<file path="src/hdl/ilp_pkg.sv">
// ilp_pkg: shared types and constants for the integer literal parser
// no dependencies; used by every module of the block

package ilp_pkg;

  // character codes that steer the parse
  localparam logic [7:0] ChDash  = 8'h2d;
  localparam logic [7:0] ChZero  = 8'h30;
  localparam logic [7:0] ChNine  = 8'h39;
  localparam logic [7:0] ChLowX  = 8'h78;
  localparam logic [7:0] ChUpX   = 8'h58;
  localparam logic [7:0] ChQuote = 8'h27;
  localparam logic [7:0] ChUpA   = 8'h41;
  localparam logic [7:0] ChUpF   = 8'h46;
  localparam logic [7:0] ChLowA  = 8'h61;
  localparam logic [7:0] ChLowF  = 8'h66;

  typedef enum logic [1:0] {
    FORM_DEC   = 2'd0,
    FORM_HEX   = 2'd1,
    FORM_QUOTE = 2'd2
  } form_e;

  // input request
  typedef struct packed {
    logic [7:0] char_in;
    logic       start_new;
  } in_req_t;

  // result request
  typedef struct packed {
    logic signed [31:0] value;
    logic [1:0]         form;
  } out_req_t;

  // classified byte, passed from front to back
  typedef struct packed {
    logic       start_new;
    logic       is_dash;
    logic       is_zero;
    logic       is_quote;
    logic       is_x;
    logic       is_dec;
    logic       is_hex;
    logic [3:0] digit;
    logic [7:0] chr;
  } token_t;

endpackage

</file>
<file path="src/hdl/ilp_front.sv">
// ilp_front: input handshake and byte classification
// depends on ilp_pkg; feeds ilp_queue

module ilp_front (
  input  ilp_pkg::in_req_t in_req_i,
  input  logic             in_valid_i,
  output logic             in_ready_o,
  input  logic             q_ready_i,
  output logic             q_push_o,
  output ilp_pkg::token_t  q_token_o
);

  logic [7:0] c;
  logic       is_dec;
  logic       is_upper;
  logic       is_lower;

  assign c        = in_req_i.char_in;
  assign is_dec   = (c >= ilp_pkg::ChZero) && (c <= ilp_pkg::ChNine);
  assign is_upper = (c >= ilp_pkg::ChUpA) && (c <= ilp_pkg::ChUpF);
  assign is_lower = (c >= ilp_pkg::ChLowA) && (c <= ilp_pkg::ChLowF);

  assign in_ready_o = q_ready_i;
  assign q_push_o   = in_valid_i && q_ready_i;

  always_comb begin
    q_token_o           = '0;
    q_token_o.start_new = in_req_i.start_new;
    q_token_o.is_dash   = (c == ilp_pkg::ChDash);
    q_token_o.is_zero   = (c == ilp_pkg::ChZero);
    q_token_o.is_quote  = (c == ilp_pkg::ChQuote);
    q_token_o.is_x      = (c == ilp_pkg::ChLowX) || (c == ilp_pkg::ChUpX);
    q_token_o.is_dec    = is_dec;
    q_token_o.is_hex    = is_dec || is_upper || is_lower;
    q_token_o.chr       = c;
    // one digit value serves both decimal and hex
    priority if (is_dec) begin
      q_token_o.digit = 4'(c - ilp_pkg::ChZero);
    end else if (is_upper) begin
      q_token_o.digit = 4'(c - ilp_pkg::ChUpA + 8'd10);
    end else if (is_lower) begin
      q_token_o.digit = 4'(c - ilp_pkg::ChLowA + 8'd10);
    end else begin
      q_token_o.digit = 4'd0;
    end
  end

endmodule

</file>
<file path="src/hdl/ilp_queue.sv">
// ilp_queue: short register queue of classified bytes
// depends on ilp_pkg; sits between ilp_front and ilp_back

module ilp_queue #(
  parameter int Depth = 2
) (
  input  logic            clk_i,
  input  logic            rst_ni,
  input  logic            push_i,
  input  ilp_pkg::token_t token_i,
  output logic            ready_o,
  input  logic            pop_i,
  output logic            valid_o,
  output ilp_pkg::token_t token_o
);

  localparam int PtrW = (Depth > 1) ? $clog2(Depth) : 1;
  localparam int CntW = $clog2(Depth + 1);
  localparam logic [PtrW-1:0] LastPtr = PtrW'(Depth - 1);
  localparam logic [CntW-1:0] FullCnt = CntW'(Depth);

  ilp_pkg::token_t slot_q [Depth];
  logic [PtrW-1:0] wr_ptr_q, wr_ptr_d;
  logic [PtrW-1:0] rd_ptr_q, rd_ptr_d;
  logic [CntW-1:0] cnt_q, cnt_d;

  assign ready_o = (cnt_q != FullCnt);
  assign valid_o = (cnt_q != '0);
  assign token_o = slot_q[rd_ptr_q];

  always_comb begin
    wr_ptr_d = wr_ptr_q;
    rd_ptr_d = rd_ptr_q;
    cnt_d    = cnt_q;
    if (push_i) begin
      wr_ptr_d = (wr_ptr_q == LastPtr) ? '0 : wr_ptr_q + 1'b1;
    end
    if (pop_i) begin
      rd_ptr_d = (rd_ptr_q == LastPtr) ? '0 : rd_ptr_q + 1'b1;
    end
    unique case ({push_i, pop_i})
      2'b10:   cnt_d = cnt_q + 1'b1;
      2'b01:   cnt_d = cnt_q - 1'b1;
      default: cnt_d = cnt_q;
    endcase
  end

  always_ff @(posedge clk_i or negedge rst_ni) begin
    if (!rst_ni) begin
      wr_ptr_q <= '0;
      rd_ptr_q <= '0;
      cnt_q    <= '0;
    end else begin
      wr_ptr_q <= wr_ptr_d;
      rd_ptr_q <= rd_ptr_d;
      cnt_q    <= cnt_d;
    end
  end

  always_ff @(posedge clk_i) begin
    if (push_i) begin
      slot_q[wr_ptr_q] <= token_i;
    end
  end

endmodule

</file>
<file path="src/hdl/ilp_back.sv">
// ilp_back: parse state machine, accumulator and output register
// depends on ilp_pkg; drains ilp_queue

module ilp_back (
  input  logic              clk_i,
  input  logic              rst_ni,
  input  logic              q_valid_i,
  input  ilp_pkg::token_t   q_token_i,
  output logic              q_pop_o,
  output logic              out_valid_o,
  input  logic              out_ready_i,
  output ilp_pkg::out_req_t out_req_o
);

  typedef enum logic [5:0] {
    PH_FIRST  = 6'b000001,
    PH_SIGNED = 6'b000010,
    PH_ZERO   = 6'b000100,
    PH_HEX    = 6'b001000,
    PH_DEC    = 6'b010000,
    PH_QUOTE  = 6'b100000
  } phase_e;

  phase_e            phase_q, phase_d, cur_phase;
  logic              neg_q, neg_d, cur_neg;
  logic [31:0]       acc_q, acc_d, cur_acc;
  logic [31:0]       dec_next;
  logic              emit;
  logic [31:0]       mag;
  logic [1:0]        form;
  logic              out_valid_q, out_valid_d;
  ilp_pkg::out_req_t out_req_q;
  ilp_pkg::token_t   tok;

  assign tok         = q_token_i;
  assign q_pop_o     = q_valid_i && (!out_valid_q || out_ready_i);
  assign out_valid_o = out_valid_q;
  assign out_req_o   = out_req_q;

  // start flag drops any partial parse
  assign cur_phase = tok.start_new ? PH_FIRST : phase_q;
  assign cur_neg   = tok.start_new ? 1'b0 : neg_q;
  assign cur_acc   = tok.start_new ? 32'd0 : acc_q;
  // acc * 10 + digit
  assign dec_next  = (cur_acc << 3) + (cur_acc << 1) + {28'd0, tok.digit};

  always_comb begin
    phase_d = cur_phase;
    neg_d   = cur_neg;
    acc_d   = cur_acc;
    emit    = 1'b0;
    mag     = cur_acc;
    form    = ilp_pkg::FORM_DEC;
    unique case (cur_phase)
      PH_SIGNED, PH_FIRST: begin
        if (cur_phase == PH_FIRST && tok.is_dash) begin
          neg_d   = 1'b1;
          phase_d = PH_SIGNED;
        end else if (tok.is_zero) begin
          acc_d   = 32'd0;
          phase_d = PH_ZERO;
        end else if (tok.is_quote) begin
          phase_d = PH_QUOTE;
        end else if (tok.is_dec) begin
          acc_d   = {28'd0, tok.digit};
          phase_d = PH_DEC;
        end else begin
          emit = 1'b1;
          mag  = 32'd0;
        end
      end
      PH_ZERO: begin
        if (tok.is_x) begin
          phase_d = PH_HEX;
        end else if (tok.is_dec) begin
          acc_d   = dec_next;
          phase_d = PH_DEC;
        end else begin
          emit = 1'b1;
        end
      end
      PH_HEX: begin
        if (tok.is_hex) begin
          acc_d = {cur_acc[27:0], tok.digit};
        end else begin
          emit = 1'b1;
          form = ilp_pkg::FORM_HEX;
        end
      end
      PH_DEC: begin
        if (tok.is_dec) begin
          acc_d = dec_next;
        end else begin
          emit = 1'b1;
        end
      end
      PH_QUOTE: begin
        emit = 1'b1;
        mag  = {{24{tok.chr[7]}}, tok.chr};
        form = ilp_pkg::FORM_QUOTE;
      end
      default: begin
        // illegal code: restart as if expecting a first character
        neg_d   = 1'b0;
        acc_d   = 32'd0;
        phase_d = PH_FIRST;
      end
    endcase
    if (emit) begin
      phase_d = PH_FIRST;
      neg_d   = 1'b0;
      acc_d   = 32'd0;
    end
  end

  always_comb begin
    out_valid_d = out_valid_q;
    if (q_pop_o && emit) begin
      out_valid_d = 1'b1;
    end else if (out_ready_i) begin
      out_valid_d = 1'b0;
    end
  end

  always_ff @(posedge clk_i or negedge rst_ni) begin
    if (!rst_ni) begin
      phase_q     <= PH_FIRST;
      neg_q       <= 1'b0;
      acc_q       <= 32'd0;
      out_valid_q <= 1'b0;
    end else begin
      out_valid_q <= out_valid_d;
      if (q_pop_o) begin
        phase_q <= phase_d;
        neg_q   <= neg_d;
        acc_q   <= acc_d;
      end
    end
  end

  always_ff @(posedge clk_i) begin
    if (q_pop_o && emit) begin
      out_req_q.value <= cur_neg ? -mag : mag;
      out_req_q.form  <= form;
    end
  end

endmodule

</file>
<file path="src/hdl/integer_literal_parser.sv">
// integer_literal_parser: top level of the streaming integer literal parser
// depends on ilp_pkg, ilp_front, ilp_queue and ilp_back

// Takes text one byte per request and parses signed 32-bit integer literals:
// an optional leading '-', then either decimal digits, a "0x"/"0X" prefix with
// hex digits in either case, or a quote followed by one byte whose code (as a
// signed byte) is the value. The first byte that does not fit ends the literal,
// is consumed, and produces one result request with the sign applied and the
// value wrapped modulo 2^32; form tells decimal, hex or quoted character. A
// byte with start_new set throws away any parse in progress and begins a new
// literal. Bytes are taken at one per cycle: the front classifies each byte
// and writes it into a small queue (QueueDepth entries), the back pops one
// entry per cycle through the parse state machine and its accumulate step (one
// shift-add), and writes results into a single output register. A byte that
// ends a literal passes through its queue slot and then the output register
// before its result shows; a stalled output side blocks the back, and the
// queue lets the input side keep going until it fills.

module integer_literal_parser #(
  parameter int QueueDepth = 2
) (
  input  logic              clk_i,
  input  logic              rst_ni,
  input  logic              in_valid_i,
  output logic              in_ready_o,
  input  ilp_pkg::in_req_t  in_req_i,
  output logic              out_valid_o,
  input  logic              out_ready_i,
  output ilp_pkg::out_req_t out_req_o
);

  // front to queue
  logic            q_push;
  logic            q_ready;
  ilp_pkg::token_t q_wr_token;

  // queue to back
  logic            q_pop;
  logic            q_valid;
  ilp_pkg::token_t q_rd_token;

  // classify each byte as it is accepted
  ilp_front u_front (
    .in_req_i   (in_req_i),
    .in_valid_i (in_valid_i),
    .in_ready_o (in_ready_o),
    .q_ready_i  (q_ready),
    .q_push_o   (q_push),
    .q_token_o  (q_wr_token)
  );

  // decouples byte intake from result delivery
  ilp_queue #(
    .Depth (QueueDepth)
  ) u_queue (
    .clk_i   (clk_i),
    .rst_ni  (rst_ni),
    .push_i  (q_push),
    .token_i (q_wr_token),
    .ready_o (q_ready),
    .pop_i   (q_pop),
    .valid_o (q_valid),
    .token_o (q_rd_token)
  );

  // parse state, accumulator and result register
  ilp_back u_back (
    .clk_i       (clk_i),
    .rst_ni      (rst_ni),
    .q_valid_i   (q_valid),
    .q_token_i   (q_rd_token),
    .q_pop_o     (q_pop),
    .out_valid_o (out_valid_o),
    .out_ready_i (out_ready_i),
    .out_req_o   (out_req_o)
  );

endmodule

</file>
<file path="config.mk">
export PLATFORM = sky130hd
export DESIGN_NAME = integer_literal_parser
export DESIGN_NICKNAME = d
export VERILOG_FILES = /design/src/hdl/ilp_pkg.sv /design/src/hdl/ilp_front.sv /design/src/hdl/ilp_queue.sv /design/src/hdl/ilp_back.sv /design/src/hdl/integer_literal_parser.sv
export SDC_FILE = /design/constraint.sdc
export NUM_CORES = 1
export LEC_CHECK = 0
export BUFFER_PORTS_ARGS = -buffer_cell sky130_fd_sc_hd__clkbuf_2
export CAP_MARGIN = 15
export CORE_MARGIN = 10
export CORE_UTILIZATION = 45
export CTS_BUF_LIST = sky130_fd_sc_hd__clkbuf_8
export DETAILED_ROUTE_END_ITERATION = 6
export PLACE_DENSITY = 0.62
export RECOVER_POWER = 25
export SYNTH_ARGS = -nofsm -noshare
export SYNTH_HDL_FRONTEND = slang
export SYNTH_SLANG_ARGS = --single-unit
</file>
<file path="constraint.sdc">
create_clock -name clk_i -period 6.7 [get_ports clk_i]
set_input_delay 1.34 -clock clk_i [delete_from_list [all_inputs] [get_ports clk_i]]
set_output_delay 1.34 -clock clk_i [all_outputs]
set_load 0.01 [all_outputs]
</file>
==> metrics.log, run 1 <==
INFO  metric wl_per_cell = 19.3 µm
INFO  metric final_design_area_no_fill = 9520 µm²
INFO  metric buffer_ports.inserted = 48
INFO  metric num_io_pins = 49
INFO  metric cap_violations = 1
INFO  metric synth-warning-count = 0
INFO  metric predominant_post_synthesis_flop_cell = sky130_fd_sc_hd__edfxtp_1
INFO  metric post_cts_hold_buffer_count = 0
INFO  metric synth_sequential_area_ratio = 37.4%
INFO  metric violated_checks = max-capacitance violations, max-slew violations
INFO  metric fmax = 0.211 GHz
INFO  metric synth_edf_count = 72
INFO  metric hold_viol = 0
INFO  metric fin_crit = 4750 ps
INFO  metric synth.lib_cells_used.distinct = 86
INFO  metric worstPathMaxFanout = 54
INFO  metric slew_headroom = -73.5%
INFO  metric start_util = 46.2%
INFO  metric n_antenna_cell = 0
INFO  metric floorplan.die.height = 159 µm
INFO  metric drt-vias-per-instance = 6.03
INFO  metric dp_cells = 1,208
INFO  metric chipWidth = 159 µm
INFO  metric rsz0062_at_grt = no
INFO  metric clock_sinks = 116
INFO  metric syn_area_per_cell = 9.25 µm²
INFO  metric grt_first_pass_wirelength = 38.2 mm
INFO  metric timing.setup.tns = 0 ps
INFO  metric final-setup-viol-count = 0
INFO  metric syn_area = 8740 µm²
INFO  metric post_layout_nonfiller_instances = 1,240
INFO  metric rows = 50
INFO  metric hold_depth = 1
INFO  metric leakage = 4.07 nW
INFO  metric crit_arrival = 5080 ps
INFO  metric syn_nets = 1,021
INFO  metric slew_viol_final = 45
INFO  metric slowest_stage = sky130_fd_sc_hd__buf_4
INFO  metric critical_path.reg2reg.startpoint = u_queue.rd_ptr_q$_DFFE_PN0P_
INFO  metric post_cts_buffers = 0
INFO  metric finClkSkew = 13.6 ps
INFO  metric fraction_of_the_core_area_covered_by_cells_at_the_end_of_the_flow = 50.4%
INFO  metric tightest_slew = 2600 ps
INFO  metric tritoncts.num_buffers = 17
INFO  metric clkSlewWorstSetupHoldPaths = 80 ps
INFO  metric timing.critical_path.required = 7030 ps
INFO  metric ctsResizeCount = 0
INFO  metric grt_start_max_net_pins = 55
INFO  metric tritoncts = done
INFO  metric timing.setup.critical_path_class = flop to flop
INFO  metric buffers_from_clock_root_to_sink_at_most = 2
INFO  metric final_min_period_over_clock_period = 70.8%
INFO  metric ys_seq_elements = 116
INFO  metric slowest_delay = 450 ps
INFO  metric cts-root-buf = sky130_fd_sc_hd__clkbuf_8
INFO  metric grt_pass1_vias = 6,758
INFO  metric track_usage = 18.3%
INFO  metric detail_route.drc_violations = 0
INFO  metric syn-instance-count = 944
INFO  metric antenna_violations_before_repair = 0
INFO  metric drive_gt1_share = 12.7%
INFO  metric outcome = finished, violations left
INFO  metric timing.critical_path.to_type = flop
INFO  metric rr_endpoint = u_back.acc_q[31]$_DFFE_PN0P_
INFO  metric clk-insertion-delay-late = 450 ps
INFO  metric drt_first_pass_iters = 5
INFO  metric power = 0.00311 W
INFO  metric via_count = 7,478
INFO  metric worst_setup_path_start_kind = flop
INFO  metric cts_htree_levels = 4
INFO  metric synth-async-reset-ratio = 37.9%
INFO  metric crit_chain = buf_4, mux2i_4, buf_4, nand2_1, xnor2_1, ha_1, a31o_2, ha_1, o21ai_0, o211a_1, nor3_1, o21ai_1, a31oi_1, a41oi_1, mux2_2, a221o_1
INFO  metric core_region_area = 18,900 µm²
INFO  metric placed_wire_length_estimate_after_detailed_placement = 18.0 mm
INFO  metric drtAntennaViolNets = 0
INFO  metric overflow = 0
INFO  metric route.final.wire_length = 23.9 mm
INFO  metric irDropWorstVdd = 0.139 mV
INFO  metric power_density = 327 nW/µm²
INFO  metric crit_end = u_back.acc_q[31]$_DFFE_PN0P_
INFO  metric critPathLaunch = u_queue.rd_ptr_q$_DFFE_PN0P_
INFO  metric register_to_register_setup_slack = 1950 ps
INFO  metric iteration_0_drc_count_of_the_detailed_router = 833
INFO  metric finalNetCount = 1,044
INFO  metric layout-area-overhead-vs-synth = 8.94%
INFO  metric gp_congestion = 0.914
INFO  metric floorplan.die_area = 25,400 µm²
INFO  metric dpl_cell_area = 9120 µm²
INFO  metric min-delay-path-class = flop to flop
INFO  metric reg2regPathDepth = 16
[flip-flops by register name, summed over array words and instances (netlist names), 2 cells and up]
name              cells
u_back.acc_q         32
u_back.out_req_o     34
u_back.phase_q        6
u_queue.cnt_q         2
u_queue.slot_q       38
[layout make-up]
cell class,count,area (µm²)
inverters,21,78.8
clock buffers,17,234
well taps,260,325
clock inverters,15,180
repair buffers,57,287
fillers,1831,9380
multi-input cells,754,5150
flip-flops and latches,116,3260
[layout by cell type, fill, tap and decap left out, drive strengths merged, types with 7 or more instances in the layout]
cell / netlist / final
a211oi: 8 / 8
a21o: 13 / 13
a21oi: 64 / 64
a221o: 7 / 7
a22oi: 27 / 27
a31oi: 16 / 16
and2: 26 / 26
clkbuf: 24 / 68
clkinv: 0 / 7
dfrtp: 43 / 43
edfxtp: 72 / 72
ha: 63 / 63
inv: 21 / 24
mux2i: 18 / 18
nand2: 97 / 97
nand2b: 14 / 14
nand3: 24 / 24
nor2: 76 / 76
nor2b: 11 / 11
nor3: 19 / 19
nor4: 12 / 12
o211ai: 9 / 9
o21ai: 88 / 88
o22ai: 10 / 10
xnor2: 26 / 26
xor2: 20 / 20
[power breakdown]
part / internal, W / switching (W) / leakage (nW) / total (W)
Combinational: 0.000425 / 0.000941 / 2.58 / 0.00137
Sequential: 0.000952 / 0.000106 / 1.28 / 0.00106
Clock: 0.000370 / 0.000314 / 0.204 / 0.000684
[worst min path at each step]
stage	from	to	slack, ps
after floorplan	u_queue.cnt_q[1]$_DFFE_PN0P_	u_queue.cnt_q[1]$_DFFE_PN0P_	460
after global placement	u_queue.wr_ptr_q$_DFFE_PN0P_	u_queue.wr_ptr_q$_DFFE_PN0P_	480
after detailed placement	u_queue.wr_ptr_q$_DFFE_PN0P_	u_queue.wr_ptr_q$_DFFE_PN0P_	480
after CTS	u_queue.wr_ptr_q$_DFFE_PN0P_	u_queue.wr_ptr_q$_DFFE_PN0P_	500
after global routing	u_queue.wr_ptr_q$_DFFE_PN0P_	u_queue.wr_ptr_q$_DFFE_PN0P_	510
final	u_queue.wr_ptr_q$_DFFE_PN0P_	u_queue.wr_ptr_q$_DFFE_PN0P_	500
[worst max-delay path: cells and delay by family, from the launching register on]
| kind | cells | cell delay, ps |
|---|---|---|
| AOI/OAI and AO/OA | 7 | 1580 |
| xor gates and xnor gates | 1 | 180 |
| adders and majority gates | 2 | 530 |
| buffers and inverters | 2 | 870 |
| DFF | 1 | 330 |
| muxes | 2 | 590 |
| and+or+nand+nor | 2 | 510 |
[synth_stat cells (all sizes together) (13+ instances only)]
| master | count | area share, % |
|---|---|---|
| ha | 63 | 9.0 |
| xnor2 | 26 | 2.6 |
| o21ai | 88 | 5.4 |
| a22oi | 27 | 2.4 |
| nand3 | 24 | 1.5 |
| nand2 | 97 | 4.2 |
| and2 | 26 | 1.9 |
| dfrtp | 43 | 12 |
| nor2 | 76 | 3.5 |
| buf | 29 | 1.9 |
| a31oi | 16 | 1.1 |
| inv | 21 | 0.90 |
| a21o | 13 | 1.1 |
| xor2 | 20 | 2.0 |
| edfxtp | 72 | 25 |
| nor3 | 19 | 1.4 |
| a21oi | 64 | 3.8 |
| clkbuf | 24 | 1.0 |
| nand2b | 14 | 1.0 |
| mux2i | 18 | 2.2 |
[routing by layer]
layer / vias up / routed length (µm) / track usage, % / part of all wire [%]
li1: 3600 / - / - / -
met1: 3538 / 12000 / 27.9 / 50
met2: 316 / 9610 / 24.9 / 40
met3: 24 / 2080 / 4.62 / 8.7
met4: 0 / 288 / 4.47 / 1.2
met5: - / 0 / 0 / 0
[per-stage QoR]
| step | worst slack [ps] | hold slack (ps) |
|---|---|---|
| finish | 1950 | 498 |
| global route | 1590 | 511 |
| CTS | 1940 | 497 |
| detailed placement | 1960 | 483 |
| global placement | 2060 | 476 |
| floorplan | 2310 | 459 |
[kinds of logic after synthesis]
logic type / count (synthesis) / share of synthesized area, %
AND/OR/NAND/NOR: 315 / 18.7
AO/OA/AOI/OAI: 305 / 23.3
flip-flops: 116 / 37.4
buffers and inverters: 74 / 3.87
adder cells (fa/ha/maj): 64 / 9.25
XOR/XNOR: 46 / 4.61
multiplexers: 24 / 2.98
Note: power is estimated with default switching activity, not from simulation.
==> run 2: changes to the inputs <==
- ABC_AREA: default -> 1
- PLACE_DENSITY: 0.62 -> 0.64
- clock period: 6.7 -> 4.3 ns (I/O delays scaled with it)
==> metrics.log, run 2 <==
INFO  metric fin_crit = 3850 ps
INFO  metric iteration_0_drc_count_of_the_detailed_router = 768
INFO  metric hp-start = u_back.acc_q[30]$_DFFE_PN0P_
INFO  metric syn_nets = 1,384
INFO  metric share_of_the_synthesized_area_in_the_top_cell_type = 23.4%
INFO  metric gp_congestion = 0.974
INFO  metric hold_viol = 0
INFO  metric num_io_pins = 49
INFO  metric final.hold.worst_slack = 489 ps
INFO  metric crit_arrival = 4200 ps
INFO  metric buffers_from_clock_root_to_sink_at_most = 2
INFO  metric largest_register_ffs = 38
INFO  metric chipWidth = 163 µm
INFO  metric slowest_stage = sky130_fd_sc_hd__o21ai_0
INFO  metric buffer_ports.inserted = 48
INFO  metric drive_gt1_share = 9.05%
INFO  metric tightest_slew = 1790 ps
INFO  metric timing.critical_path.required = 4650 ps
INFO  metric synthTopCellsByArea = sky130_fd_sc_hd__edfxtp_1, sky130_fd_sc_hd__nand2_1, sky130_fd_sc_hd__dfrtp_1
INFO  metric finalNetCount = 1,445
INFO  metric drt-vias-per-instance = 5.47
INFO  metric tritoncts.num_buffers = 17
INFO  metric crit_path_frequent_cell = sky130_fd_sc_hd__nand2_1
INFO  metric synth_sequential_area_ratio = 35.3%
INFO  metric critPathLaunch = u_queue.rd_ptr_q$_DFFE_PN0P_
INFO  metric floorplan.die.height = 163 µm
INFO  metric cts-root-buf = sky130_fd_sc_hd__clkbuf_8
INFO  metric placed_wire_length_estimate_after_detailed_placement = 22.3 mm
INFO  metric floorplan.die_area = 26,700 µm²
INFO  metric finClkSkew = 18.7 ps
INFO  metric worstPathMaxFanout = 21
INFO  metric layout-area-overhead-vs-synth = 11.5%
INFO  metric final_min_period_over_clock_period = 89.5%
INFO  metric syn_area_per_cell = 7.07 µm²
INFO  metric antenna_violations_before_repair = 0
INFO  metric timing.critical_path.to_type = flop
INFO  metric wl_per_cell = 17.8 µm
INFO  metric leakage = 5.19 nW
INFO  metric clk-insertion-delay-late = 470 ps
INFO  metric start_util = 45.7%
INFO  metric timing.setup.critical_path_class = flop to flop
INFO  metric min-delay-path-class = flop to flop
INFO  metric syn-instance-count = 1,307
INFO  metric fmax = 0.260 GHz
INFO  metric ys_seq_elements = 116
INFO  metric post_cts_hold_buffer_count = 0
INFO  metric violated_checks = max-capacitance violations, max-slew violations
INFO  metric clock_sinks = 116
INFO  metric route.final.wire_length = 29.4 mm
INFO  metric via_count = 9,037
INFO  metric irDropWorstVdd = 0.482 mV
INFO  metric cap_violations = 1
INFO  metric top_register = u_queue.slot_q
INFO  metric cts_htree_levels = 4
INFO  metric grt_start_max_net_pins = 38
INFO  metric synth.lib_cells_used.distinct = 48
INFO  metric timing.setup.tns = 0 ps
INFO  metric layout_commonest_cell = sky130_fd_sc_hd__nand2_1
INFO  metric track_usage = 22.1%
INFO  metric yosysTopAreaCell = sky130_fd_sc_hd__edfxtp_1
INFO  metric slowest_delay = 430 ps
INFO  metric crit_chain = buf_4, o21ai_0, xnor2_1, inv_1, ha_1, o21bai_1, ha_1, a21oi_1, nand2_1, a21boi_0, o21ai_0, nand3_1, nand2_1, xnor2_1, nand2_1, nand2_1, nand2_1, nand2_1, nand2_1
INFO  metric tritoncts = done
INFO  metric core_region_area = 20,200 µm²
INFO  metric critical_path.reg2reg.startpoint = u_queue.rd_ptr_q$_DFFE_PN0P_
INFO  metric final-setup-viol-count = 0
INFO  metric syn_area = 9240 µm²
INFO  metric synth-warning-count = 0
INFO  metric outcome = finished, violations left
INFO  metric power_density = 495 nW/µm²
INFO  metric worst_setup_path_start_kind = flop
INFO  metric grt_pass1_vias = 8,761
INFO  metric detail_route.drc_violations = 0
INFO  metric predominant_post_synthesis_flop_cell = sky130_fd_sc_hd__edfxtp_1
INFO  metric synthTopCellsByCount = sky130_fd_sc_hd__nand2_1, sky130_fd_sc_hd__inv_1, sky130_fd_sc_hd__nor2_1
INFO  metric n_antenna_cell = 0
INFO  metric rsz0062_at_grt = no
INFO  metric synth_edf_count = 72
INFO  metric most_frequent_cells_in_the_layout = sky130_fd_sc_hd__nand2_1, sky130_fd_sc_hd__inv_1, sky130_fd_sc_hd__nor2_1
INFO  metric slew_headroom = -19.6%
INFO  metric rows = 52
INFO  metric slew_viol_final = 29
INFO  metric clkSlewWorstSetupHoldPaths = 80 ps
INFO  metric post-synth-top-count-cell = sky130_fd_sc_hd__nand2_1
INFO  metric grt_first_pass_wirelength = 46.8 mm
INFO  metric overflow = 0
INFO  metric post_cts_buffers = 0
INFO  metric drt_first_pass_iters = 6
INFO  metric drtAntennaViolNets = 0
INFO  metric ctsResizeCount = 0
INFO  metric synth-async-reset-ratio = 37.9%
## run 2: changes by cell type after synthesis, sizes merged, moves of 11 or more
cell	change
nand2	+267
inv	+145
nand3	+78
nor2	+56
a21oi	+27
and2	-26
a22oi	-20
a31oi	-16
mux2i	-16
nand2b	-14
nor2b	-11
## run 2: kinds of logic (layout without fill, tap and decap cells)
| family | after synthesis | in the layout | share of synthesized area [%] |
|---|---|---|---|
| compound gates | 249 | 249 | 15.1 |
| xor+xnor | 34 | 34 | 3.22 |
| fa+ha+maj | 64 | 64 | 8.75 |
| buf+inv | 204 | 278 | 8.61 |
| flops | 116 | 116 | 35.3 |
| mux | 2 | 2 | 0.217 |
| simple gates | 638 | 638 | 28.8 |
## run 2: power breakdown
group          internal (W)  switching [W]
registers           0.00146      0.0000777
logic              0.000651        0.00178
clock network      0.000544       0.000582
total               0.00265        0.00244
## run 2: path summary, 6_finish.rpt
| check | endpoint | slack (ps) | depth (start not counted) |
|---|---|---|---|
| worst max-delay path | u_back.acc_q[19]$_DFFE_PN0P_ | 450 | 19 |
| worst min-delay path | u_back.acc_q[30]$_DFFE_PN0P_ | 490 | 2 |
| worst max register to register | u_back.acc_q[19]$_DFFE_PN0P_ | 450 | 19 |
| worst min register to register | u_back.acc_q[30]$_DFFE_PN0P_ | 490 | 2 |
| max in group asynchronous | u_back.acc_q[19]$_DFFE_PN0P_ | 1560 | 2 |
| min in group asynchronous | u_back.acc_q[17]$_DFFE_PN0P_ | 530 | 1 |
## run 2: area by class of cell
class	instances	area, µm²
Tap cell	270	338
Clock buffer	17	234
Fill cell	2053	9930
Multi-Input combinational cell	987	5200
Sequential cell	116	3260
Timing Repair Buffer	78	455
Clock inverter	15	183
Inverter	168	631
## run 2: layer usage
layer	global-route usage, %	vias up	part of all wire (%)
met5	0	-	0
met4	7.09	0	2.4
met3	3.30	50	5.7
met2	36.6	294	48
met1	28.9	4193	44
li1	-	4500	-
## run 2: per-stage QoR
step	worst slack (ps)	power (W)	instance area [µm²]	utilization [%]	instances
detailed placement	513	0.00397	9910	49.0	1619
CTS	496	0.00511	10300	51.0	1651
global placement	566	0.00395	9910	49.0	1619
global route	102	0.00545	10300	50.9	1651
finish	452	0.00510	10300	50.9	1651
floorplan	811	0.00315	9240	-	1307
## run 2: worst max-delay path: cells and delay by family (launching register included)
kind            cells  cell delay [ps]
fa+ha+maj           2              510
flops               1              420
simple gates        8              700
xor+xnor            2              460
buf+inv             2              280
compound gates      5             1370
